## config.mk

```make
export PLATFORM = sky130hd
export DESIGN_NAME = ktc_count_mem
export DESIGN_NICKNAME = d
export VERILOG_FILES = /design/src/hdl/ktc_pkg.sv /design/src/hdl/ktc_count_mem.sv
export SDC_FILE = /design/constraint.sdc
export NUM_CORES = 1
export LEC_CHECK = 0
export BUFFER_PORTS_ARGS = -buffer_cell sky130_fd_sc_hd__buf_2
export CAP_MARGIN = 5
export CORE_MARGIN = 2
export CORE_UTILIZATION = 30
export CTS_BUF_LIST = sky130_fd_sc_hd__clkbuf_4
export DETAILED_ROUTE_END_ITERATION = 16
export HOLD_SLACK_MARGIN = 0.03
export PLACE_DENSITY = 0.51
export SKIP_LAST_GASP = 1
export SLEW_MARGIN = 20
export SYNTH_ARGS = -nofsm -noshare
export SYNTH_HDL_FRONTEND = slang
export SYNTH_SLANG_ARGS = --single-unit
```

## constraint.sdc

```tcl
create_clock -name clk -period 3.1 [get_ports clk]
set_input_delay 0 -clock clk [delete_from_list [all_inputs] [get_ports clk]]
set_output_delay 0 -clock clk [all_outputs]
set_load 0.01 [all_outputs]
```

## src/hdl/ktc_pkg.sv

```systemverilog
// Shared types, constants and the keyword ROM for the keyword tally counter.
// Used by every module under hdl; depends on nothing else.
package ktc_pkg;

  // Sizing
  localparam int NUM_WORDS    = 50;
  localparam int MAX_WORD_LEN = 8;
  localparam int COUNT_WIDTH  = 32;

  // Keyword ROM geometry
  localparam int ROM_WORDS    = 50;
  localparam int ROM_LEN      = 8;
  localparam int ROM_BITS     = ROM_LEN * 8;
  localparam int ROM_IDX_W    = 6;
  localparam int KLEN_W       = 4;
  localparam int SEARCH_WORDS = (NUM_WORDS < ROM_WORDS) ? NUM_WORDS : ROM_WORDS;

  // Derived widths
  localparam int WORD_BITS = MAX_WORD_LEN * 8;
  localparam int LEN_W     = $clog2(MAX_WORD_LEN + 2);
  localparam int IDX_W     = (NUM_WORDS > 1) ? $clog2(NUM_WORDS) : 1;
  localparam int BOUND_W   = $clog2(SEARCH_WORDS + 1);

  // Request function codes
  localparam logic [1:0] FUNC_TEXT  = 2'd0;
  localparam logic [1:0] FUNC_FLUSH = 2'd1;
  localparam logic [1:0] FUNC_READ  = 2'd2;
  localparam logic [1:0] FUNC_CLEAR = 2'd3;

  typedef logic [LEN_W-1:0]       len_t;
  typedef logic [ROM_IDX_W-1:0]   rom_idx_t;
  typedef logic [IDX_W-1:0]       addr_t;
  typedef logic [COUNT_WIDTH-1:0] count_t;
  typedef logic [BOUND_W-1:0]     bound_t;

  // One keyword: bytes left-justified, first byte in the top bits, zero padded
  typedef struct packed {
    logic [ROM_BITS-1:0] bytes;
    logic [KLEN_W-1:0]   len;
  } kw_t;

  // Result of one probe of the comparator
  typedef struct packed {
    logic eq;
    logic lt;
  } cmp_t;

  // Counter store request from the sequencer
  typedef struct packed {
    logic   rd_en;
    logic   wr_en;
    logic   clr;
    addr_t  addr;
    count_t wr_data;
  } mem_req_t;

  function automatic kw_t mk_kw(input logic [ROM_BITS-1:0] s, input int n);
    kw_t e;
    e.bytes = s << (8 * (ROM_LEN - n));
    e.len   = KLEN_W'(n);
    return e;
  endfunction

  // Keywords in unsigned byte order
  function automatic kw_t keyword_entry(input rom_idx_t k);
    kw_t e;
    case (k)
      6'd0:  e = mk_kw(ROM_BITS'("Alaska"), 6);
      6'd1:  e = mk_kw(ROM_BITS'("all"), 3);
      6'd2:  e = mk_kw(ROM_BITS'("and"), 3);
      6'd3:  e = mk_kw(ROM_BITS'("but"), 3);
      6'd4:  e = mk_kw(ROM_BITS'("coin"), 4);
      6'd5:  e = mk_kw(ROM_BITS'("color"), 5);
      6'd6:  e = mk_kw(ROM_BITS'("computer"), 8);
      6'd7:  e = mk_kw(ROM_BITS'("could"), 5);
      6'd8:  e = mk_kw(ROM_BITS'("dagger"), 6);
      6'd9:  e = mk_kw(ROM_BITS'("day"), 3);
      6'd10: e = mk_kw(ROM_BITS'("family"), 6);
      6'd11: e = mk_kw(ROM_BITS'("full"), 4);
      6'd12: e = mk_kw(ROM_BITS'("happy"), 5);
      6'd13: e = mk_kw(ROM_BITS'("have"), 4);
      6'd14: e = mk_kw(ROM_BITS'("her"), 3);
      6'd15: e = mk_kw(ROM_BITS'("his"), 3);
      6'd16: e = mk_kw(ROM_BITS'("i"), 1);
      6'd17: e = mk_kw(ROM_BITS'("ice"), 3);
      6'd18: e = mk_kw(ROM_BITS'("in"), 2);
      6'd19: e = mk_kw(ROM_BITS'("kill"), 4);
      6'd20: e = mk_kw(ROM_BITS'("knife"), 5);
      6'd21: e = mk_kw(ROM_BITS'("law"), 3);
      6'd22: e = mk_kw(ROM_BITS'("life"), 4);
      6'd23: e = mk_kw(ROM_BITS'("love"), 4);
      6'd24: e = mk_kw(ROM_BITS'("mama"), 4);
      6'd25: e = mk_kw(ROM_BITS'("man"), 3);
      6'd26: e = mk_kw(ROM_BITS'("most"), 4);
      6'd27: e = mk_kw(ROM_BITS'("murder"), 6);
      6'd28: e = mk_kw(ROM_BITS'("name"), 4);
      6'd29: e = mk_kw(ROM_BITS'("not"), 3);
      6'd30: e = mk_kw(ROM_BITS'("of"), 2);
      6'd31: e = mk_kw(ROM_BITS'("our"), 3);
      6'd32: e = mk_kw(ROM_BITS'("phone"), 5);
      6'd33: e = mk_kw(ROM_BITS'("pie"), 3);
      6'd34: e = mk_kw(ROM_BITS'("pizza"), 5);
      6'd35: e = mk_kw(ROM_BITS'("question"), 8);
      6'd36: e = mk_kw(ROM_BITS'("rock"), 4);
      6'd37: e = mk_kw(ROM_BITS'("snake"), 5);
      6'd38: e = mk_kw(ROM_BITS'("so"), 2);
      6'd39: e = mk_kw(ROM_BITS'("soda"), 4);
      6'd40: e = mk_kw(ROM_BITS'("still"), 5);
      6'd41: e = mk_kw(ROM_BITS'("stopped"), 7);
      6'd42: e = mk_kw(ROM_BITS'("tape"), 4);
      6'd43: e = mk_kw(ROM_BITS'("teeth"), 5);
      6'd44: e = mk_kw(ROM_BITS'("the"), 3);
      6'd45: e = mk_kw(ROM_BITS'("those"), 5);
      6'd46: e = mk_kw(ROM_BITS'("was"), 3);
      6'd47: e = mk_kw(ROM_BITS'("word"), 4);
      6'd48: e = mk_kw(ROM_BITS'("young"), 5);
      6'd49: e = mk_kw(ROM_BITS'("zebra"), 5);
      default: e = '0;
    endcase
    return e;
  endfunction

endpackage

```

## src/hdl/ktc_count_mem.sv

```systemverilog
// Counter store: one read port with registered data, one write port, and
// per-entry valid bits so a clear zeroes every entry at once. Depends on ktc_pkg.
module ktc_count_mem (
  input  logic              clk,
  input  logic              rst,
  input  ktc_pkg::mem_req_t req,
  output ktc_pkg::count_t   rd_data
);
  import ktc_pkg::*;

  count_t                 mem [NUM_WORDS];
  logic [NUM_WORDS-1:0]   valid;

  // Valid bits: reset and clear zero every counter at once
  always_ff @(posedge clk) begin
    if (rst || req.clr) begin
      valid <= '0;
    end else if (req.wr_en) begin
      valid[req.addr] <= 1'b1;
    end
  end

  // Storage write
  always_ff @(posedge clk) begin
    if (req.wr_en) begin
      mem[req.addr] <= req.wr_data;
    end
  end

  // Registered read; an entry not written since the last clear reads zero
  always_ff @(posedge clk) begin
    if (req.rd_en) begin
      rd_data <= valid[req.addr] ? mem[req.addr] : '0;
    end
  end

endmodule

```

======== Yosys cells after proc, flatten, opt, wreduce, memory -nomap -nowiden ========
Memories as Yosys holds them, arrays and structs flattened. A register that Yosys moved wholly into a read port is not among the register bits.
Index checks and enable logic that the tools add are counted.
storage, ports and cells
  bits in registers ....................... 50
  logic and storage cells ................. 14
  RAM bits ................................ 1600
  bits of input ports ..................... 43
  output and inout bits ................... 32
  memories ................................ 1
cells by class
  reduce and logical (&&, ||, !) cells .... 3
  bitwise logic cells ..................... 1
  mux-type cells .......................... 6
  order comparisons ....................... 2
memories
  name  depth  bits a word  rd ports  clocked after Yosys merged registers in  wr ports  RTL line             RTL
  mem   50     32           1         1                                        1         ktc_count_mem.sv:11  count_t mem [NUM_WORDS];
operators with widths
  kind                                                                    count
  50-bit OR                                                               1
  6-bit by 7-bit < comparator with 1-bit output (second input constant)   1
  1-bit binary-select mux with 6-bit select                               1
  1-bit demux with 6-bit select                                           1
  6-bit by 1-bit >= comparator with 1-bit output (second input constant)  1
  1-bit 2-to-1 mux                                                        4
  1-bit logical AND                                                       1
  1-bit zero test                                                         1
  1-bit logical OR                                                        1

======== Longest topological paths before layout ========
  depth after elaboration ................. 5
  mapped depth ............................ 12
  depth with buffers taken out ............ 6

======== Worst setup path before layout ========
No wires, ideal clock.
  path kind ............................... in2reg
  start point ............................. input req[32] (netlist name)
  end point ............................... memory mem[17][0] (netlist name) (enable)
  setup slack ............................. 89 ps
  arrival ................................. 2588 ps
  buffers on the path ..................... 6
  setup time .............................. 423 ps
  stages on the path ...................... 8
  path through ............................ buf_4 -> buf_6 -> buf_4 -> buf_4 -> buf_4 -> buf_4 -> nand3_1 -> nor2_1
RTL lines
  element          RTL line             RTL
  start, declared  ktc_count_mem.sv:6   input ktc_pkg::mem_req_t req,
  end, declared    ktc_count_mem.sv:11
Straight into the memory's write port.

======== Worst setup path after layout ========
  start point ............................. input req[34] (netlist name)
  end point ............................... memory mem[45][13] (netlist name) (enable)
Straight into the memory's write port.

==> flow_summary.ini <==
[outcome]
status = completed

[grt]
grt_pass1_vias = 39387
grt.total_usage_pct = 21.4
antenna_found_initial = 18
grt_first_pass_wirelength_um = 323000
grt_max_degree = 97
gr-total-overflow = 0

[synth]
ys_types = 67
synth-main-ff-cell = edfxtp_1
ys_seq_area_share_pct = 78.1
synthesis.area_sq_mm = 0.0641
ys_warn_count = 0
synthesis.nets = 3520
synth-seq-cells = 1682
syn_avg_cell_area_sq_um = 18.4
syn_inst = 3477
synth-async-reset-ratio_pct = 0
synth_edf_count = 1632

[sta]
drv_slew = 0
max-slew-margin-rel_pct = 25.7
worstMarginPinSlew_ps = 1120
min_period_over_period_pct = 85.4
max_freq_mhz = 378
setup_viol = 0
skew_ps = 134
layout_min_cycle_time_ps = 2650
finalHoldViolations = 0
rsz0062_at_grt = false
finalSetupTns_ps = 0

[critical_path]
cp_max_fo = 41
worst_ep_required_time_ps = 4070
start_kind = input pin
critPathKind = in -> reg
setup.worst_path.end_class = flop
crit_arrival_ps = 3620

[final_layout]
syn_to_final_growth_pct = 20.3
drive_gt1_share_pct = 29.6
finalNetCount = 4182
fill_cells = 20014

[placement]
dp_hpwl_um = 134000
place_congestion = 0.825
portBuffers = 74

[power_and_ir_drop]
swShare_pct = 23.5
ir_drop_uv = 382
power-per-cell-area_mw_per_mm2 = 612
p_int_uw = 36100
totalPowerFinal_uw = 47200
p_comb_share_pct = 6.2
seqPwrFrac_pct = 53.3
power.leakage_uw = 0.0251
pwr-share-clk_pct = 40.5
power.switching_uw = 11100

[detailed_routing]
drc = 0
drt-vias-per-instance = 5.49
vias = 39972
ant_nets = 0
drt_iter0_markers = 5155
wl_per_cell_um = 32.6
firstDrtPassIters = 6
wirelength_um = 238000

[die]
die_w_um = 466
die_h_um = 466
start_util_pct = 30.2
core_sq_mm = 0.212
fp-row-count = 169
pin_count = 75
dieArea_sq_mm = 0.217

[cts]
clockRootBuffer = clkbuf_4
clk_pin_slew_worst_paths_ps = 60
cts_tree = built
post_cts_resized = 0
htreeDepth = 5
numClockSinks = 1682
clk_latency_ps = 1420
clock_path_buffers = 4
post-cts-setup-buffer-count = 0
numCtsBuffers = 447

[job]
drv_cap = 0

[min_path]
hold_path.class = in -> reg
layout by cell type (no fill, tap or decap), types with 4 or more instances in the layout:
master,Yosys,routed
a22oi_1,70,70
a222oi_1,7,7
o2111a_1,7,7
o22a_1,14,14
o22ai_1,53,53
nand2b_1,6,5
mux2_2,73,73
dfxtp_1,50,50
a31oi_1,17,17
o211ai_1,7,7
nor2_4,0,56
clkinv_2,0,12
buf_2,100,71
diode_2,0,11
a22o_1,13,13
mux4_2,91,91
o221a_2,10,10
o21a_1,56,56
o2bb2ai_1,5,5
a221oi_1,329,329
clkinv_1,0,73
edfxtp_1,1632,1632
buf_12,1,107
a21oi_1,75,75
nand2_1,66,65
buf_4,30,195
mux2i_1,190,190
nand3_1,12,12
o21ai_0,113,113
a221o_1,10,10
bufinv_16,0,4
dlygate4sd3_1,0,90
clkbuf_4,0,664
nor2_1,223,168
a41oi_1,19,19
o221ai_1,14,14
worst paths after layout:
| kind | slack (ps) | from | to | cells after the start |
|---|---|---|---|---|
| setup reg to reg | 770 | valid[30]$_SDFFE_PP0P_ | rd_data[20]$_SDFFCE_PN0P_ | 7 |
| hold reg to reg | 460 | valid[26]$_SDFFE_PP0P_ | valid[26]$_SDFFE_PP0P_ | 1 |
| setup / recovery | 450 | req[34] | mem[45][13]$_DFFE_PP_ | 9 |
| hold / removal | 160 | req[36] | rd_data[14]$_SDFFCE_PN0P_ | 5 |
kinds of logic (layout without fill, tap and decap cells):
family,after synthesis,count (layout),synth area share (%)
AO/OA/AOI/OAI,840,840,9.95
AND/OR/NAND/NOR,338,338,2.17
buffers and inverters,258,1229,2.27
multiplexers,359,359,7.57
flip-flops,1682,1682,78.1
other,0,11,0
layer usage:
metal,GRT usage [%],part of all wire (%),vias up,wire length (um)
met3,4.23,8.5,435,20300
met5,0,0.0097,-,23
met1,28.9,41,21032,97100
met2,34.0,47,2363,111000
li1,-,-,16138,-
met4,8.41,3.7,4,8810
per-stage QoR:
stage               worst slack, ps  utilization (%)  cells  cell area [sq um]  hold slack (ps)
floorplan                      88.8                -   3477              64100             98.9
global placement                310             33.0   6387              70000              442
detailed placement              314             33.0   6387              70000              448
CTS                             674             36.3   7269              77000             36.6
global route                    512             36.3   7276              77100              103
finish                          451             36.3   7280              77100              157
synthesized netlist by cell type, drive strengths merged (3+ instances only):
cell	instances	share of area, %
mux4	92	3.2
nand2	66	0.39
or2	3	0.029
and2	4	0.039
a221oi	330	4.5
mux2i	190	3.0
dfxtp	50	1.6
o2111a	7	0.12
o21ai	115	0.90
a221o	10	0.16
a41oi	19	0.26
and3	3	0.029
a31oi	17	0.17
edfxtp	1632	76
o21a	56	0.66
o211ai	7	0.082
nand3	12	0.094
a22o	13	0.18
a22oi	70	0.82
nor3	4	0.031
nand2b	6	0.059
buf	186	1.8
a222oi	7	0.11
o22a	14	0.19
o2bb2ai	5	0.068
clkbuf	68	0.40
mux2	77	1.4
inv	4	0.023
o221ai	14	0.19
a21oi	75	0.59
o22ai	53	0.52
nor2	224	1.3
o221a	10	0.18
nor2b	5	0.053
critical path, stage by stage:
cell	delay, ps
dlygate4sd3_1	560
buf_8	380
nor2b_2	470
dlygate4sd3_1	700
nand3_1	140
buf_4	190
nor2_4	90
dlygate4sd3_1	620
buf_4	320
registers in the layout (all words and copies together) (netlist names):
name and count:
valid 50, rd_data 32, mem 1600
final cells by class:
type	instances	area, sq um	share of cell area, %
clock inverters	94	484	0.628
well taps	2821	3530	4.58
diodes	11	27.5	0.0357
repair buffers	467	4930	6.40
flip-flops and latches	1682	50000	64.9
clock buffers	664	4980	6.47
inverters	4	22.5	0.0292
multi-input cells	1537	13100	17.0
power by group through the flow:
stage	Combinational, uW	Clock [uW]	Sequential [uW]
final	2940	19100	25200
after global routing	3060	20600	25200
after CTS	2920	19500	25200
after detailed placement	2700	0	25700
after global placement	2680	0	25700
after floorplan	1290	0	25600
timing repair:
item | CTS | global route
hold buffers | 124 | 0
endpoints found under the setup margin | 0 | 0
endpoints found under the hold margin | 3314 | 0
Power figures use the tool's default switching activity.
