## src/hdl/ktc_pkg.sv

```systemverilog
// Shared types, constants and the keyword ROM for the keyword tally counter.
// Used by every module under hdl; depends on nothing else.
package ktc_pkg;

  // Sizing
  localparam int NUM_WORDS    = 50;
  localparam int MAX_WORD_LEN = 8;
  localparam int COUNT_WIDTH  = 32;

  // Keyword ROM geometry
  localparam int ROM_WORDS    = 50;
  localparam int ROM_LEN      = 8;
  localparam int ROM_BITS     = ROM_LEN * 8;
  localparam int ROM_IDX_W    = 6;
  localparam int KLEN_W       = 4;
  localparam int SEARCH_WORDS = (NUM_WORDS < ROM_WORDS) ? NUM_WORDS : ROM_WORDS;

  // Derived widths
  localparam int WORD_BITS = MAX_WORD_LEN * 8;
  localparam int LEN_W     = $clog2(MAX_WORD_LEN + 2);
  localparam int IDX_W     = (NUM_WORDS > 1) ? $clog2(NUM_WORDS) : 1;
  localparam int BOUND_W   = $clog2(SEARCH_WORDS + 1);

  // Request function codes
  localparam logic [1:0] FUNC_TEXT  = 2'd0;
  localparam logic [1:0] FUNC_FLUSH = 2'd1;
  localparam logic [1:0] FUNC_READ  = 2'd2;
  localparam logic [1:0] FUNC_CLEAR = 2'd3;

  typedef logic [LEN_W-1:0]       len_t;
  typedef logic [ROM_IDX_W-1:0]   rom_idx_t;
  typedef logic [IDX_W-1:0]       addr_t;
  typedef logic [COUNT_WIDTH-1:0] count_t;
  typedef logic [BOUND_W-1:0]     bound_t;

  // One keyword: bytes left-justified, first byte in the top bits, zero padded
  typedef struct packed {
    logic [ROM_BITS-1:0] bytes;
    logic [KLEN_W-1:0]   len;
  } kw_t;

  // Result of one probe of the comparator
  typedef struct packed {
    logic eq;
    logic lt;
  } cmp_t;

  // Counter store request from the sequencer
  typedef struct packed {
    logic   rd_en;
    logic   wr_en;
    logic   clr;
    addr_t  addr;
    count_t wr_data;
  } mem_req_t;

  function automatic kw_t mk_kw(input logic [ROM_BITS-1:0] s, input int n);
    kw_t e;
    e.bytes = s << (8 * (ROM_LEN - n));
    e.len   = KLEN_W'(n);
    return e;
  endfunction

  // Keywords in unsigned byte order
  function automatic kw_t keyword_entry(input rom_idx_t k);
    kw_t e;
    case (k)
      6'd0:  e = mk_kw(ROM_BITS'("Alaska"), 6);
      6'd1:  e = mk_kw(ROM_BITS'("all"), 3);
      6'd2:  e = mk_kw(ROM_BITS'("and"), 3);
      6'd3:  e = mk_kw(ROM_BITS'("but"), 3);
      6'd4:  e = mk_kw(ROM_BITS'("coin"), 4);
      6'd5:  e = mk_kw(ROM_BITS'("color"), 5);
      6'd6:  e = mk_kw(ROM_BITS'("computer"), 8);
      6'd7:  e = mk_kw(ROM_BITS'("could"), 5);
      6'd8:  e = mk_kw(ROM_BITS'("dagger"), 6);
      6'd9:  e = mk_kw(ROM_BITS'("day"), 3);
      6'd10: e = mk_kw(ROM_BITS'("family"), 6);
      6'd11: e = mk_kw(ROM_BITS'("full"), 4);
      6'd12: e = mk_kw(ROM_BITS'("happy"), 5);
      6'd13: e = mk_kw(ROM_BITS'("have"), 4);
      6'd14: e = mk_kw(ROM_BITS'("her"), 3);
      6'd15: e = mk_kw(ROM_BITS'("his"), 3);
      6'd16: e = mk_kw(ROM_BITS'("i"), 1);
      6'd17: e = mk_kw(ROM_BITS'("ice"), 3);
      6'd18: e = mk_kw(ROM_BITS'("in"), 2);
      6'd19: e = mk_kw(ROM_BITS'("kill"), 4);
      6'd20: e = mk_kw(ROM_BITS'("knife"), 5);
      6'd21: e = mk_kw(ROM_BITS'("law"), 3);
      6'd22: e = mk_kw(ROM_BITS'("life"), 4);
      6'd23: e = mk_kw(ROM_BITS'("love"), 4);
      6'd24: e = mk_kw(ROM_BITS'("mama"), 4);
      6'd25: e = mk_kw(ROM_BITS'("man"), 3);
      6'd26: e = mk_kw(ROM_BITS'("most"), 4);
      6'd27: e = mk_kw(ROM_BITS'("murder"), 6);
      6'd28: e = mk_kw(ROM_BITS'("name"), 4);
      6'd29: e = mk_kw(ROM_BITS'("not"), 3);
      6'd30: e = mk_kw(ROM_BITS'("of"), 2);
      6'd31: e = mk_kw(ROM_BITS'("our"), 3);
      6'd32: e = mk_kw(ROM_BITS'("phone"), 5);
      6'd33: e = mk_kw(ROM_BITS'("pie"), 3);
      6'd34: e = mk_kw(ROM_BITS'("pizza"), 5);
      6'd35: e = mk_kw(ROM_BITS'("question"), 8);
      6'd36: e = mk_kw(ROM_BITS'("rock"), 4);
      6'd37: e = mk_kw(ROM_BITS'("snake"), 5);
      6'd38: e = mk_kw(ROM_BITS'("so"), 2);
      6'd39: e = mk_kw(ROM_BITS'("soda"), 4);
      6'd40: e = mk_kw(ROM_BITS'("still"), 5);
      6'd41: e = mk_kw(ROM_BITS'("stopped"), 7);
      6'd42: e = mk_kw(ROM_BITS'("tape"), 4);
      6'd43: e = mk_kw(ROM_BITS'("teeth"), 5);
      6'd44: e = mk_kw(ROM_BITS'("the"), 3);
      6'd45: e = mk_kw(ROM_BITS'("those"), 5);
      6'd46: e = mk_kw(ROM_BITS'("was"), 3);
      6'd47: e = mk_kw(ROM_BITS'("word"), 4);
      6'd48: e = mk_kw(ROM_BITS'("young"), 5);
      6'd49: e = mk_kw(ROM_BITS'("zebra"), 5);
      default: e = '0;
    endcase
    return e;
  endfunction

endpackage

```

## src/hdl/ktc_compare.sv

```systemverilog
// Shared comparator: orders the pending word against one ROM keyword.
// Depends on ktc_pkg for the ROM and the result type.
module ktc_compare (
  input  logic [ktc_pkg::WORD_BITS-1:0] word,
  input  ktc_pkg::len_t                 word_len,
  input  ktc_pkg::rom_idx_t             probe,
  output ktc_pkg::cmp_t                 result
);
  import ktc_pkg::*;

  kw_t                 kw;
  logic [WORD_BITS-1:0] kw_w;
  logic [WORD_BITS-1:0] mask;
  logic [WORD_BITS-1:0] a;
  logic [WORD_BITS-1:0] b;
  int                  wlen;
  int                  klen;
  int                  n;

  always_comb begin
    kw   = keyword_entry(probe);
    wlen = int'(word_len);
    klen = int'(kw.len);
    n    = (wlen < klen) ? wlen : klen;
    // Align the keyword to the word store and keep only the common prefix
    for (int i = 0; i < MAX_WORD_LEN; i++) begin
      if (i < ROM_LEN) begin
        kw_w[WORD_BITS-1-8*i -: 8] = kw.bytes[ROM_BITS-1-8*i -: 8];
      end else begin
        kw_w[WORD_BITS-1-8*i -: 8] = 8'h00;
      end
      mask[WORD_BITS-1-8*i -: 8] = (i < n) ? 8'hFF : 8'h00;
    end
    a = word & mask;
    b = kw_w & mask;
    // First differing byte decides; on a common prefix the shorter is lower
    if (a != b) begin
      result.eq = 1'b0;
      result.lt = (a < b);
    end else begin
      result.eq = (wlen == klen);
      result.lt = (wlen < klen);
    end
  end

endmodule

```

## config.mk

```make
export PLATFORM = sky130hd
export DESIGN_NAME = ktc_compare
export DESIGN_NICKNAME = d
export VERILOG_FILES = /design/src/hdl/ktc_pkg.sv /design/src/hdl/ktc_compare.sv
export SDC_FILE = /design/constraint.sdc
export NUM_CORES = 1
export LEC_CHECK = 0
export ABC_AREA = 1
export BUFFER_PORTS_ARGS = -buffer_cell sky130_fd_sc_hd__buf_2
export CAP_MARGIN = 15
export CORE_UTILIZATION = 55
export DETAILED_ROUTE_END_ITERATION = 8
export PLACE_DENSITY = 0.86
export SLEW_MARGIN = 10
export SYNTH_ARGS = -nofsm -noshare
export SYNTH_HDL_FRONTEND = slang
export SYNTH_MEMORY_MAX_BITS = 65536
export SYNTH_SLANG_ARGS = --single-unit
```

## constraint.sdc

```tcl
create_clock -name vclk -period 10.7
set_input_delay 0.535 -clock vclk [all_inputs]
set_output_delay 0.535 -clock vclk [all_outputs]
set_load 0.02 [all_outputs]
```

### Word level (Yosys, flattened, before mapping)

Memories as Yosys holds them, arrays and structs flattened.
Index checks and enable logic that the tools add are counted.

| storage, ports and cells | value |
|---|---|
| register bits | 0 |
| bits in latches | 0 |
| RAM bits | 0 |
| bits in read-only memories | 3712 |
| input port bits | 74 |
| logic and storage cells | 25 |
| memories kept | 1 |

| cells by class | value |
|---|---|
| add/subtract/negate cells | 0 |
| $mul | 0 |
| div/mod/pow operators | 0 |
| order comparisons | 10 |
| equality and inequality tests | 2 |
| shifts and indexed selects | 0 |
| mux-type cells | 10 |
| bitwise operators | 2 |
| reduce and logical (&&, ||, !) cells | 0 |

Memories:

| memory | depth | width | rd ports | clocked after Yosys merged registers in | write ports | line | source |
|---|---|---|---|---|---|---|---|
| (no name shown) | 64 | 58 | 1 | 0 | 0 | ktc_pkg.sv:67 | `case (k)` |

Operators by type and width:

| kind | count |
|---|---|
| 64-bit AND | 2 |
| 64-bit < comparator | 1 |
| 8-bit 2-to-1 mux | 8 |
| 64-bit != test | 1 |
| 3-bit by 4-bit < comparator with 1-bit output (first input constant) | 4 |
| 1-bit by 4-bit < comparator with 1-bit output (first input constant) | 2 |
| 2-bit by 4-bit < comparator with 1-bit output (first input constant) | 2 |
| 4-bit == test | 1 |
| 4-bit < comparator | 1 |
| 4-bit 2-to-1 mux | 1 |
| 2-bit 2-to-1 mux | 1 |

### Longest topological paths before layout

Gate-level depths: netlist of run 1.
An unclocked memory read counts as a cell.

| logic depth | value |
|---|---|
| depth after elaboration | 8 |
| depth in mapped cells | 36 |

### Worst setup path after synthesis of run 1

OpenSTA, ideal clock, no wires.

| path | value |
|---|---|
| path type | input to output |
| start | input probe[1] |
| end | output result[1] (netlist bit) |
| arrival | 4240 ps |
| data required time | 10165 ps |
| slack | 5925 ps |
| stages | 29 |
| buffers on the path | 1 |
| cells stage by stage | inv_2 ha_1 clkbuf_1 o21ai_1 nand2_1 nand2_1 nand2_1 nand3_1 ha_1 inv_1 nor2_1 nand2_1 nand2_1 inv_1 nand2_1 nand3_4 nor2_8 nor2_4 inv_1 nor2_1 ha_1 nand2_1 nor2_1 nand4_1 nor3_1 nand2_1 a21oi_2 nand2_1 nor3_1 |

RTL lines:

| what | line | source |
|---|---|---|
| start, declared | ktc_compare.sv:6 | `input ktc_pkg::rom_idx_t probe,` |
| end, declared | ktc_compare.sv:7 | `output ktc_pkg::cmp_t result` |

==> run summary, run 1 <==
The area of the core region is 0.00694 sq mm. The post-synthesis xor/xnor area fraction came out at 0%. The quantity of I/O buffers inserted on ports is 76.

The transition time at the pin with the least slew margin is 619 ps. For this design, the slowest cell found on the critical path is buf_2. The maximum vdd drop is 0.0361 mV. The adder and majority gate portion of the synthesized area came out at 22.7%. The final critical path takes up 56.4% of the cycle. The boundary pin count came out at 76. The leakage power of the design is 2.57 nW. In the layout the commonest cells are nand2_1 (180), inv_1 (109), nor2_1 (87), buf_2 (76), ha_1 (73). By area, the combinational part of the netlist is dominated by simple AND/OR/NAND/NOR gates. The number of nets in the final layout is 931. Of the post-synthesis cell area, the part taken by muxes is 0%. The total power per unit cell area came out at 69.2 mW/mm^2. The width of the die is 87.6 microns. The layout has 0 clock buffers. The number of nets with antenna violations after routing is 0. The worst setup path is launched from a primary input. The global routing usage on met1 is 50.8%.

The warning count from the yosys run is 0. The number of inserted diodes is 0. The number of non-filler instances in the completed layout came out at 878.

The number of distinct standard cells referenced by the synthesized netlist came out at 48. The most common cell after layout, fill and taps aside is nand2_1. Gates resized during post-CTS repair numbered 0. In this run the mean area of a mapped cell was 5.54 sq um.

The worst slew slack as a fraction of its limit is 58.8%. In this run the worst path has a maximum fanout of 31. Post-CTS timing repair inserted 0 buffers for setup.

The instance count after placement with tap cells included came out at 878. Counting instances, the worst hold path has a depth of 5. The final HPWL from detailed placement is 12100 microns.

The overall via count from detail_route came out at 5343. The number of detailed-route iterations in the first pass came out at 6. The initial antenna violation count came out at 0.

The total number of sequential cells is 0. The arrival time reported for the critical path endpoint came out at 5500 ps. Yosys attributes the largest share of cell area to ha_1 (23%), nand2_1 (17%), inv_1 (10%), nor2_1 (8.1%), nand3_1 (6.5%). The final routed wire length divided by cell count is 17.3 microns.

The utilization after layout came out at 63.6%. The post-synthesis cell area came out at 0.00403 sq mm. The residual overflow from global routing is 0. The maximum cell stage delay along the critical path came out at 490 ps. The floorplan step defined a die boundary enclosing 0.00767 sq mm.

Dividing the detail-routed via count by the number of cells gives 6.09. The share of the synthesized area in the top cell type is 22.7%. Power comes to 0.000305 W. The via count of the first global-routing pass came out at 5115. The count of pins over their slew limit came out at 0. The fmax came out at 166 MHz. In the routed design, unresolved DRC markers number 0.

The total track usage came out at 40.8%. In this run the worst hold path is classified as in -> out. The placed cell area came out at 0.00441 sq mm. The number of fill cells in the layout is 690.

The number of hold buffers added after CTS was 0. Counting every net in the synthesized netlist gives 874. The global-route wire length before repair is 24600 microns. The finished cells cover 0.00441 sq mm. Among the stages of the critical path, the cell type that occurs most often is nand2_1. The post-synthesis simple-gate area fraction is 41.2%.

The worst setup path is captured at an output pin. The met3 track utilization from global routing came out at 6.13%. The area fraction in compound gates after synthesis came out at 21.5%.

In the synthesized netlist, the number of instances is 727. The worst path in the final design needs a cycle of 6040 ps, including I/O delays and setup. The sequential area share after synthesis came out at 0%. The relative area change from synthesis to final layout came out at 9.60%. Global routing used 67.8% of the available met2 tracks. Entering global routing, the biggest net connects 38 pins. Across the run, the number of max-cap violations was 0.

The die outline height is 87.6 microns. The standard-cell row count is 30. The startpoint identified for the worst hold timing path is word[31].

Setup repair after global routing left no endpoint under its margin. The setup TNS is 0 ps. The number of failing setup endpoints in the final timing report came out at 0. The area occupied by registers came out at 0 sq um. Of all cell types, the one taking the most synthesized area is ha_1.

The total length of routed wires came out at 15200 microns. The final weighted congestion of routability-driven global placement is 1.04. The count of final hold-check violations came out at 0. Of the cells placed in the final design, the portion with a size suffix greater than 1 is 14.7%. The worst setup path category is in -> out. The starting density of the core is 58.0%. The layer flagged by global routing as most heavily used is met2. The required time of the worst setup path came out at 10170 ps. The number of DRC violations after detailed-routing iteration 0 is 627. The capture endpoint of the worst hold path is result[1]. The flow ran to the end, and the final reports show no timing, DRC or antenna violations.
-- worst max-delay path: cells and delay by family --
| family | cells | cell delay [ps] |
|---|---|---|
| AO/OA/AOI/OAI | 7 | 830 |
| adder cells (fa/ha/maj) | 3 | 900 |
| buffers and inverters | 8 | 1530 |
| AND/OR/NAND/NOR | 16 | 1670 |
-- kinds of logic after synthesis --
family / count (synthesis)
AO/OA/AOI/OAI: 143
adder cells (fa/ha/maj): 73
AND/OR/NAND/NOR: 366
buffers and inverters: 145
-- cell usage after synthesis, drive strengths merged, types with 2 or more instances --
cell type and n:
a211oi 2, a21oi 44, a221oi 2, a31oi 3, a32o 2, buf 12
clkbuf 10, ha 73, inv 122, nand2 188, nand3 56, nand4 16
nor2 95, nor3 6, o2111ai 8, o211ai 4, o21ai 53, o21bai 6
o221ai 5, o22ai 2, o311ai 5, o31ai 3
-- layout make-up --
type               count  area, sq um  share of cell area, %
well taps             96          120                   2.72
inverters            123          469                   10.6
repair buffers        77          388                   8.79
multi-input cells    582         3440                   77.9
-- power breakdown --
group / switching, W / leakage [nW] / internal, W
Clock: 0 / 0 / 0
Combinational: 0.000198 / 2.57 / 0.000107
Sequential: 0 / 0 / 0
-- metrics by stage --
step	setup slack, ps	hold WS [ps]
final	4660	1580
after detailed placement	4830	1560
after global routing	4160	1610
after floorplan	5930	1300
after CTS	4820	1560
after global placement	4930	1540
-- worst max-delay path by stage --
| stage | start | end | depth (start not counted) |
|---|---|---|---|
| 3_5_place_dp | probe[2] | result[0] | 31 |
| 3_3_place_gp | probe[2] | result[0] | 31 |
| 2_1_floorplan | probe[1] | result[1] | 29 |
| 5_1_grt | probe[2] | result[0] | 34 |
| 6_report | probe[2] | result[0] | 34 |
| 4_1_cts | probe[2] | result[0] | 31 |
-- metal layers --
layer	vias to the layer above	part of all wire, %
met2	405	44
li1	2524	-
met3	84	11
met1	2330	39
met5	-	0
met4	0	5.8
Note: power is estimated with default switching activity, not from simulation.
==> run 2, diff against run 1 <==
--- a/config.mk
+++ b/config.mk
@@ -8,9 +8,9 @@
 export ABC_AREA = 1
 export BUFFER_PORTS_ARGS = -buffer_cell sky130_fd_sc_hd__buf_2
 export CAP_MARGIN = 15
-export CORE_UTILIZATION = 55
+export CORE_UTILIZATION = 54
 export DETAILED_ROUTE_END_ITERATION = 8
-export PLACE_DENSITY = 0.86
+export PLACE_DENSITY = 0.88
 export SLEW_MARGIN = 10
 export SYNTH_ARGS = -nofsm -noshare
 export SYNTH_HDL_FRONTEND = slang
==> constraint.sdc (replaced) <==
create_clock -name vclk -period 5
set_input_delay 0.25 -clock vclk [all_inputs]
set_output_delay 0.25 -clock vclk [all_outputs]
set_load 0.02 [all_outputs]
==> run 2 against run 1 <==
Against the previous run: core utilization rose by 2.3 points; non-clock buffer count rose by 29; critical path depth fell by 1; first-iteration DRC count rose by 4.0%; worst setup slack got worse by 4500 ps; hold slack got worse by 600 ps; global-route usage fell by 1.4 points; die area rose by 1.8%; combinational power rose by 130%; wire length rose by 3.7%; sequential share of layout area did not move; clock-buffer cell count did not move.
==> run summary, run 2 (same netlist as run 1, synthesis figures left out) <==
The minimum period implied by the final worst setup slack came out at 4850 ps. The most common cell after layout, fill and taps aside is nand2_1. Among the stages of the critical path, the cell type that occurs most often is nand2_1. The count of pins over their slew limit is 0 (unchanged). The setup TNS came to 0 ps (unchanged). The average via count per standard cell is 6.13 (+0.71%). The boundary pin count is 76 (unchanged). Based on the critical path, the design can be clocked at up to 206 MHz. The number of instances on the worst hold path came out at 5 (unchanged).

The area of the core region is 0.00721 sq mm (+3.9%). The final HPWL from detailed placement is 12900 microns (+6.4%). The worst slack after detailed placement is -98.0 ps (-4930 ps). The number of nets in the final layout is 961 (+3.2%). The proportion of layout cells with a drive suffix above 1 came out at 20.1% (+5.4 points). The via count of the first global-routing pass is 5039 (-1.5%). The final weighted congestion of routability-driven global placement is 1.08 (+4.3%). The critical path ends at result[0]. The final routed wire length divided by cell count is 17.3 microns (about the same).

The initial antenna violation count came to 0 (unchanged). The number of inserted diodes came out at 0 (unchanged). The total number of sequential cells is 0 (unchanged). The maximum vdd drop was 0.0774 mV (+110%). The standard-cell row count is 31 (+3.3%). The worst slew slack as a fraction of its limit is 63.5% (+4.7 points).

The instance count after placement with tap cells included came out at 904 (+3.0%). The final worst-path cycle share is 96.9%. The worst setup path is of the in -> out kind. The count of final hold-check violations is 0 (unchanged). The leakage power of the design came out at 2.71 nW (+5.5%). The die outline height came out at 88.4 microns (+0.90%). In the layout the commonest cells are nand2_1 (175), inv_1 (105), nor2_1 (84), buf_2 (74), ha_1 (69).

The number of non-filler instances in the completed layout came out at 911 (+3.8%). The total length of routed wires was 15700 microns (+3.7%). The number of failing setup endpoints in the final timing report was 0 (unchanged). The launching instance or port of the critical path is probe[1]. The total power per unit cell area is 151 mW/mm^2 (+120%). The final critical-path setup slack was 154 ps (-4510 ps). The transition time at the pin with the least slew margin came out at 542 ps (-76.4 ps). The maximum cell stage delay along the critical path came out at 360 ps (-130 ps).

The area growth from synthesis to layout is 17.9%. The width of the die is 88.4 microns (+0.90%). The area occupied by registers was 0 sq um (unchanged). The residual overflow from global routing came out at 0 (unchanged). STA classifies the critical path endpoint as an output pin. The largest fanout of any net on the critical path came out at 11 (-65%).

The DRC violation count after routing is 0 (unchanged). The arrival time reported for the critical path endpoint is 4600 ps (-900 ps). The pin count of the biggest net entering global routing came out at 31 (-18%).

The quantity of I/O buffers inserted on ports is 76 (unchanged). The starting density of the core came out at 55.8% (-2.2 points). The min-delay analysis places its worst path in the category in -> out. STA classifies the critical path startpoint as a primary input. The overall via count from detail_route came to 5583 (+4.5%). The count of maximum capacitance violations came out at 0 (unchanged). The slowest stage of the critical path belongs to the cell ha_1.

The run finished with clean final reports. The total track usage is 39.4% (-1.4 points). The number of detailed-route iterations in the first pass came out at 6 (unchanged). The required time of the worst setup path is 4750 ps (-5420 ps).

The total of clock buffers placed in the layout is 0 (unchanged). The number of fill cells in the layout came out at 692 (+0.29%). The total die area is 0.00781 sq mm (+1.8%).

The number of nets with antenna violations after routing came to 0 (unchanged). The number of DRC violations after detailed-routing iteration 0 was 652 (+4.0%). The global-route wire length before repair is 24000 microns (-2.4%).
-- run 2: cell types whose count changed in the layout (fill, tap and decap cells not counted), sizes merged --
cell,previous run,this run
buf,77,104
clkbuf,0,2
clkinvlp,0,1
inv,122,121
nor2,95,96
-- run 2: how the worst min path moves through the flow --
stage | startpoint | slack [ps] | end
2_1_floorplan | word[47] | 730 | result[1]
3_3_place_gp | word[31] | 970 | result[1]
3_5_place_dp | word[31] | 970 | result[1]
4_1_cts | word[31] | 970 | result[1]
5_1_grt | word[31] | 990 | result[1]
6_report | word[31] | 980 | result[1]
-- run 2: report_power, final --
group | leakage (nW) | internal [W] | total (W) | switching (W)
Sequential | 0 | 0 | 0 | 0
Clock | 0 | 0 | 0 | 0
Combinational | 2.71 | 0.000267 | 0.000716 | 0.000450
-- run 2: critical path: cells and delay by family --
family                   cells  cell delay, ps
AND/OR/NAND/NOR             18            2060
AO/OA/AOI/OAI                6             880
adder cells (fa/ha/maj)      3             760
buffers and inverters        6             640
-- run 2: final cells by class --
type	instances	area, sq um	area share [%]
inverters	123	485	10.2
multi-input cells	583	3510	74.0
repair buffers	106	627	13.2
well taps	99	124	2.61
-- run 2: metrics by stage --
step | power (W) | hold slack [ps] | area (sq um) | utilization (%)
global route | 0.000793 | 989 | 4750 | 65.8
CTS | 0.000667 | 973 | 4610 | 63.8
finish | 0.000716 | 977 | 4750 | 65.8
global placement | 0.000629 | 967 | 4600 | 63.8
detailed placement | 0.000663 | 971 | 4600 | 63.8
floorplan | 0.000461 | 730 | 4030 | -
-- run 2: per-layer routing --
| layer | part of all wire [%] | vias to the layer above | GRT usage [%] |
|---|---|---|---|
| met3 | 11 | 86 | 6.81 |
| met5 | 0 | - | 0 |
| met1 | 39 | 2482 | 48.8 |
| met4 | 6.0 | 0 | 20.8 |
| li1 | - | 2603 | - |
| met2 | 45 | 412 | 65.0 |
-- run 2: what timing repair did --
action / CTS / global route
endpoints found under the setup margin: 1 / 2
pin swaps: 0 / 5
cloned: 0 / 1
hold buffers: 0 / 0
buffers inserted: 0 / 6
endpoints found under the hold margin: 0 / 0
gates resized for setup: 2 / 31
==> run 3, diff against run 2 <==
--- a/config.mk
+++ b/config.mk
@@ -5,12 +5,11 @@
 export SDC_FILE = /design/constraint.sdc
 export NUM_CORES = 1
 export LEC_CHECK = 0
-export ABC_AREA = 1
 export BUFFER_PORTS_ARGS = -buffer_cell sky130_fd_sc_hd__buf_2
 export CAP_MARGIN = 15
-export CORE_UTILIZATION = 54
+export CORE_UTILIZATION = 55
 export DETAILED_ROUTE_END_ITERATION = 8
-export PLACE_DENSITY = 0.88
+export PLACE_DENSITY = 0.89
 export SLEW_MARGIN = 10
 export SYNTH_ARGS = -nofsm -noshare
 export SYNTH_HDL_FRONTEND = slang
==> run 3 against run 2 <==
Against the previous run: the flow now stops in global routing; synthesized cell count decreased by 7.3%; area after synthesis increased by 9.1%.
==> run summary, run 3 <==
The width of the die came out at 91.4 microns (+3.4%). It got as far as global routing and failed there. The boundary pin count came to 76 (unchanged). The first error in the log reads "[ERROR GRT-0232] Routing congestion too high. Check the congestion heatmap in the GUI". The sequential area share after synthesis is 0% (unchanged).

The warning count from the yosys run was 0 (unchanged). The number of distinct standard cells referenced by the synthesized netlist is 83 (+73%). Of all cell types, the one taking the most synthesized area is ha_1.

The share of the synthesized area in the top cell type came out at 20.8% (-1.9 points). The post-synthesis cell area is 0.00439 sq mm (+9.1%). The synthesized netlist net count was 821 (-6.1%). The placed cell area came out at 0.00581 sq mm (+26%). In the global route stage, overall resource usage came out at 87.5%.

The standard-cell row count came to 32 (+3.2%). The starting density of the core came out at 56.9% (+1.0 points). The pin count of the biggest net entering global routing came out at 25. After global routing the overflow that remains totals 159.

Sorting the synthesized cells by how often they occur yields nand2_1 (76), ha_1 (73), o21ai_0 (60), nor2_1 (55), a21oi_1 (52). The number of hold buffers added after CTS is 0 (unchanged). The gate count after technology mapping was 674 (-7.3%).

The final HPWL from detailed placement is 14800 microns (+15%). The quantity of I/O buffers inserted on ports came out at 76 (unchanged). The die outline height came out at 91.4 microns (+3.4%). By area the synthesized netlist is led by ha_1 (21%), o21ai_0 (6.8%), nand2_1 (6.5%), and2_1 (6.4%), a21oi_1 (5.9%). The average cell area after synthesis is 6.52 sq um (+18%). After the last repair the worst path ends at a primary output.

The final weighted congestion of routability-driven global placement was 1.15 (+6.1%). nand2_1 is the most common cell in the netlist. The flow did not finish. The worst endpoint from the post-global-route timing repair is result[0].
-- run 3: cells by family after synthesis --
| family | after synthesis | synth area share, % |
|---|---|---|
| buf+inv | 70 | 7.60 |
| fa+ha+maj | 73 | 20.8 |
| mux | 6 | 1.40 |
| xor+xnor | 1 | 0.199 |
| simple gates | 279 | 32.4 |
| compound gates | 245 | 37.6 |
-- run 3: layer usage --
layer	GRT overflow	global-route usage [%]
met1	5	83.8
met3	5	73.8
met4	68	97.4
met5	1	46.2
met2	80	102
-- run 3: repair_timing --
item,in CTS
cloned,0
hold endpoints to repair,0
pin swaps,27
buffers inserted,11
setup endpoints to repair,2
gates resized for setup,55
-- run 3: metrics by stage --
| step | cells | setup TNS (ps) | hold WS, ps | setup WS, ps | util, % |
|---|---|---|---|---|---|
| after floorplan | 674 | -474 | 780 | -279 | - |
| after global placement | 927 | -730 | 1030 | -435 | 75.1 |
| after detailed placement | 927 | -1260 | 1050 | -757 | 75.1 |
| after CTS | 937 | -385 | 956 | -275 | 79.5 |
==> run 4, diff against run 3 <==
--- a/config.mk
+++ b/config.mk
@@ -7,9 +7,9 @@
 export LEC_CHECK = 0
 export BUFFER_PORTS_ARGS = -buffer_cell sky130_fd_sc_hd__buf_2
 export CAP_MARGIN = 15
-export CORE_UTILIZATION = 55
+export CORE_UTILIZATION = 40
 export DETAILED_ROUTE_END_ITERATION = 8
-export PLACE_DENSITY = 0.89
+export PLACE_DENSITY_LB_ADDON = 0.15
 export SLEW_MARGIN = 10
 export SYNTH_ARGS = -nofsm -noshare
 export SYNTH_HDL_FRONTEND = slang
==> constraint.sdc (replaced) <==
create_clock -name vclk -period 6.5
set_input_delay 0.325 -clock vclk [all_inputs]
set_output_delay 0.325 -clock vclk [all_outputs]
set_load 0.02 [all_outputs]
==> run 4 against run 3 <==
Against the previous run: the run now ends clean; synthesized cell count stayed put; area after synthesis stayed put.
==> run summary, run 4 <==
Setup violations remaining at the end of the flow were counted as 0. Of the total power, the clock network draws 0%. The overall via count from detail_route is 5574. The instance count after placement with tap cells included came to 872 (-5.9%). In the post-synthesis netlist, the biggest area contributors are ha_1 (21%), o21ai_0 (6.8%), nand2_1 (6.5%), and2_1 (6.4%), a21oi_1 (5.9%). By instance count, the cell type seen most on the critical path is nand2_1. The sequential area share after synthesis is 0% (unchanged). Global routing consumed, on the met2 layer, 46.2% of the routing resources.

In the final layout, flip-flops and latches occupy 0 sq um. The residual overflow from global routing came out at 0. The total power per unit cell area is 101 mW/mm^2.

The synthesized design spends more area on one cell type than any other, namely ha_1. Once layout is complete, the utilization of the core stands at 48.2%. The leakage power of the design is 2.23 nW. The design has 0 sequential cells. STA puts the critical path data arrival time at 5900 ps. For this run, the top clock speed supported by timing is 161 MHz. The slowest stage of the critical path is the a2111oi_1 cell. The final weighted congestion of routability-driven global placement came out at 1.02 (-11%).

The count of maximum capacitance violations came out at 0. The standard-cell row count is 37 (+16%). The count of final hold-check violations is 0. The number of nets with antenna violations after routing is 0. The share of total power in combinational logic is 100.0%. The pin count of the biggest net entering global routing is 77. The number of distinct standard cells referenced by the synthesized netlist came out at 83 (unchanged). The number of non-filler instances in the completed layout came out at 877.

The average via count per standard cell came out at 6.36. The starting density of the core came out at 41.8% (-15 points). The sequential fraction of design power is 0%.

The synthesized netlist net count is 821 (unchanged). Across the VDD grid, the largest voltage drop is 0.0459 mV. The area fraction in compound gates after synthesis came out at 37.6% (unchanged).

Hold is met by 1170 ps. The most heavily used metal layer in global routing is met2. The die outline height is 107 microns (+17%). STA classifies the critical path startpoint as a primary input. The global routing usage on met1 is 41.7%. The number of hold buffers added after CTS was 0 (unchanged). The capturing element of the worst setup path is result[0]. The critical path goes through buf_2 > buf_4 > ha_2 > nand2_1 > nor2_1 > o21a_1 > ha_1 > nor2b_1 > o21ai_2 > and2_0 > o311ai_0 > a21o_2 > buf_4 > nand2_1 > ha_1 > nand2_1 > or3_1 > a2111oi_1 > o2111ai_1 > or4_1 > o211ai_2 > buf_2. The worst slack after detailed placement came out at -14.7 ps (+742 ps). The adder and majority gate portion of the synthesized area came out at 20.8% (unchanged). The library cells used most frequently in the layout, excluding fill and tap cells, are buf_2 (76), nand2_1 (75), ha_1 (71), o21ai_0 (60), nor2_1 (55). The total die area came out at 0.0114 sq mm. The final critical-path setup slack is 275 ps. The total track usage came out at 29.9%. The area of the core region came out at 0.0105 sq mm. The detailed router finished its first iteration with 816 violations.

The count of pins over their slew limit is 0. The required time of the worst setup path is 6170 ps. The warning count from the yosys run was 0 (unchanged).

The post-synthesis xor/xnor area fraction came to 0.199% (unchanged). After detailed routing, the number of remaining DRC violations is 0. The multiplexer share of the synthesized area is 1.40% (unchanged). The worst setup path category is in -> out.

On the critical path the largest part of the delay comes from compound AO/OA/AOI/OAI gates. The final worst-path cycle share came out at 95.8%. The share of the synthesized area in the top cell type came out at 20.8% (unchanged).

The minimum period implied by the final worst setup slack came out at 6220 ps. The net switching component of the power is 0.000301 W. The average cell area after synthesis came out at 6.52 sq um (unchanged).

The total of clock buffers placed in the layout is 0. The gate count after technology mapping came out at 674 (unchanged). Yosys instantiated no cell more often than nand2_1. The number of cells on the critical path came out at 22. The dominant combinational cell family by area after synthesis is compound AO/OA/AOI/OAI gates. The sum of buffers and inverters on the critical path came out at 4.

The type of the tightest min-delay check is in -> out. Setup total negative slack on the finished layout was measured at 0 ps. The library cell used most frequently in the layout, excluding fill and tap cells, is buf_2.

The number of inserted diodes is 0. The number of detailed-route iterations in the first pass came out at 7. The initial antenna violation count came out at 0. The final HPWL from detailed placement came out at 13300 microns (-9.9%).

The number of nets in the final layout came out at 890. The boundary pin count came to 76 (unchanged). The via count of the first global-routing pass came out at 5029. The internal portion of the total power is 0.000209 W. The layout has 1144 filler cells. Setup repair after global routing left no endpoint under its margin. The critical path capture point type is an output pin.

The proportion of total power due to net switching came out at 59.0%. By count the netlist is led by nand2_1 (76), ha_1 (73), o21ai_0 (60), nor2_1 (55), a21oi_1 (52). The post-synthesis simple-gate area fraction is 32.4% (unchanged). Global routing consumed, on the met3 layer, 3.95% of the routing resources. The post-synthesis cell area is 0.00439 sq mm (unchanged). In this design, the stage delay of the slowest critical-path cell is 520 ps. The transition time at the pin with the least slew margin came out at 604 ps. The proportion of layout cells with a drive suffix above 1 is 20.5%. The width of the die is 107 microns (+17%). The startpoint identified for the worst hold timing path is word[31]. The largest fanout of any net on the critical path is 24. Tracing the worst setup path back leads to its startpoint at probe[1]. The relative area change from synthesis to final layout came out at 15.2%. The flow ran to the end, and the final reports show no timing, DRC or antenna violations. The global-route wire length before repair is 27100 microns. After detailed routing, the total wire length is 17300 microns. The quantity of I/O buffers inserted on ports came out at 76 (unchanged). The multi-input logic area came out at 0.00410 sq mm. The worst pin sits at a relative slew slack of 59.2%. After detailed routing, the average wire length per cell comes to 19.8 microns.
-- run 4: worst min-delay path by stage --
stage / depth (start not counted) / slack (ps) / endpoint
after floorplan: 3 / 920 / result[0]
after global placement: 5 / 1160 / result[0]
after detailed placement: 5 / 1170 / result[0]
after CTS: 5 / 1170 / result[0]
after global routing: 5 / 1220 / result[0]
final: 5 / 1170 / result[0]
-- run 4: layout make-up --
cell class / instances / share of cell area [%]
multi-input combinational: 604 / 80.9
timing repair buffer: 122 / 14.6
tap: 136 / 3.36
inverter: 15 / 1.19
-- run 4: kinds of logic after synthesis --
kind of cell               count (synthesis)
muxes                                      6
adders and majority gates                 73
xor gates and xnor gates                   1
AOI/OAI and AO/OA                        245
buffers and inverters                     70
and+or+nand+nor                          279
-- run 4: layer usage --
metal  vias up  wire (microns)
met1      2510            7550
li1       2665               -
met4         0             675
met2       349            7440
met3        50            1670
met5         -               0
-- run 4: power groups by stage --
| stage | logic [W] | clock network (W) | registers, W |
|---|---|---|---|
| after global routing | 0.000565 | 0 | 0 |
| after CTS | 0.000492 | 0 | 0 |
| after floorplan | 0.000341 | 0 | 0 |
| after global placement | 0.000482 | 0 | 0 |
| after detailed placement | 0.000488 | 0 | 0 |
| final | 0.000510 | 0 | 0 |
-- run 4: per-stage QoR --
step                      total power [W]  cell area (sq um)
final                            0.000510               5060
after global routing             0.000565               5060
after CTS                        0.000492               4990
after detailed placement         0.000488               4990
after floorplan                  0.000341               4390
after global placement           0.000482               4990
-- run 4: timing repair --
item,in CTS,in global routing
setup endpoints to repair,1,2
pin swaps,0,1
endpoints found under the hold margin,0,0
setup buffers,0,5
gates resized for setup,1,8
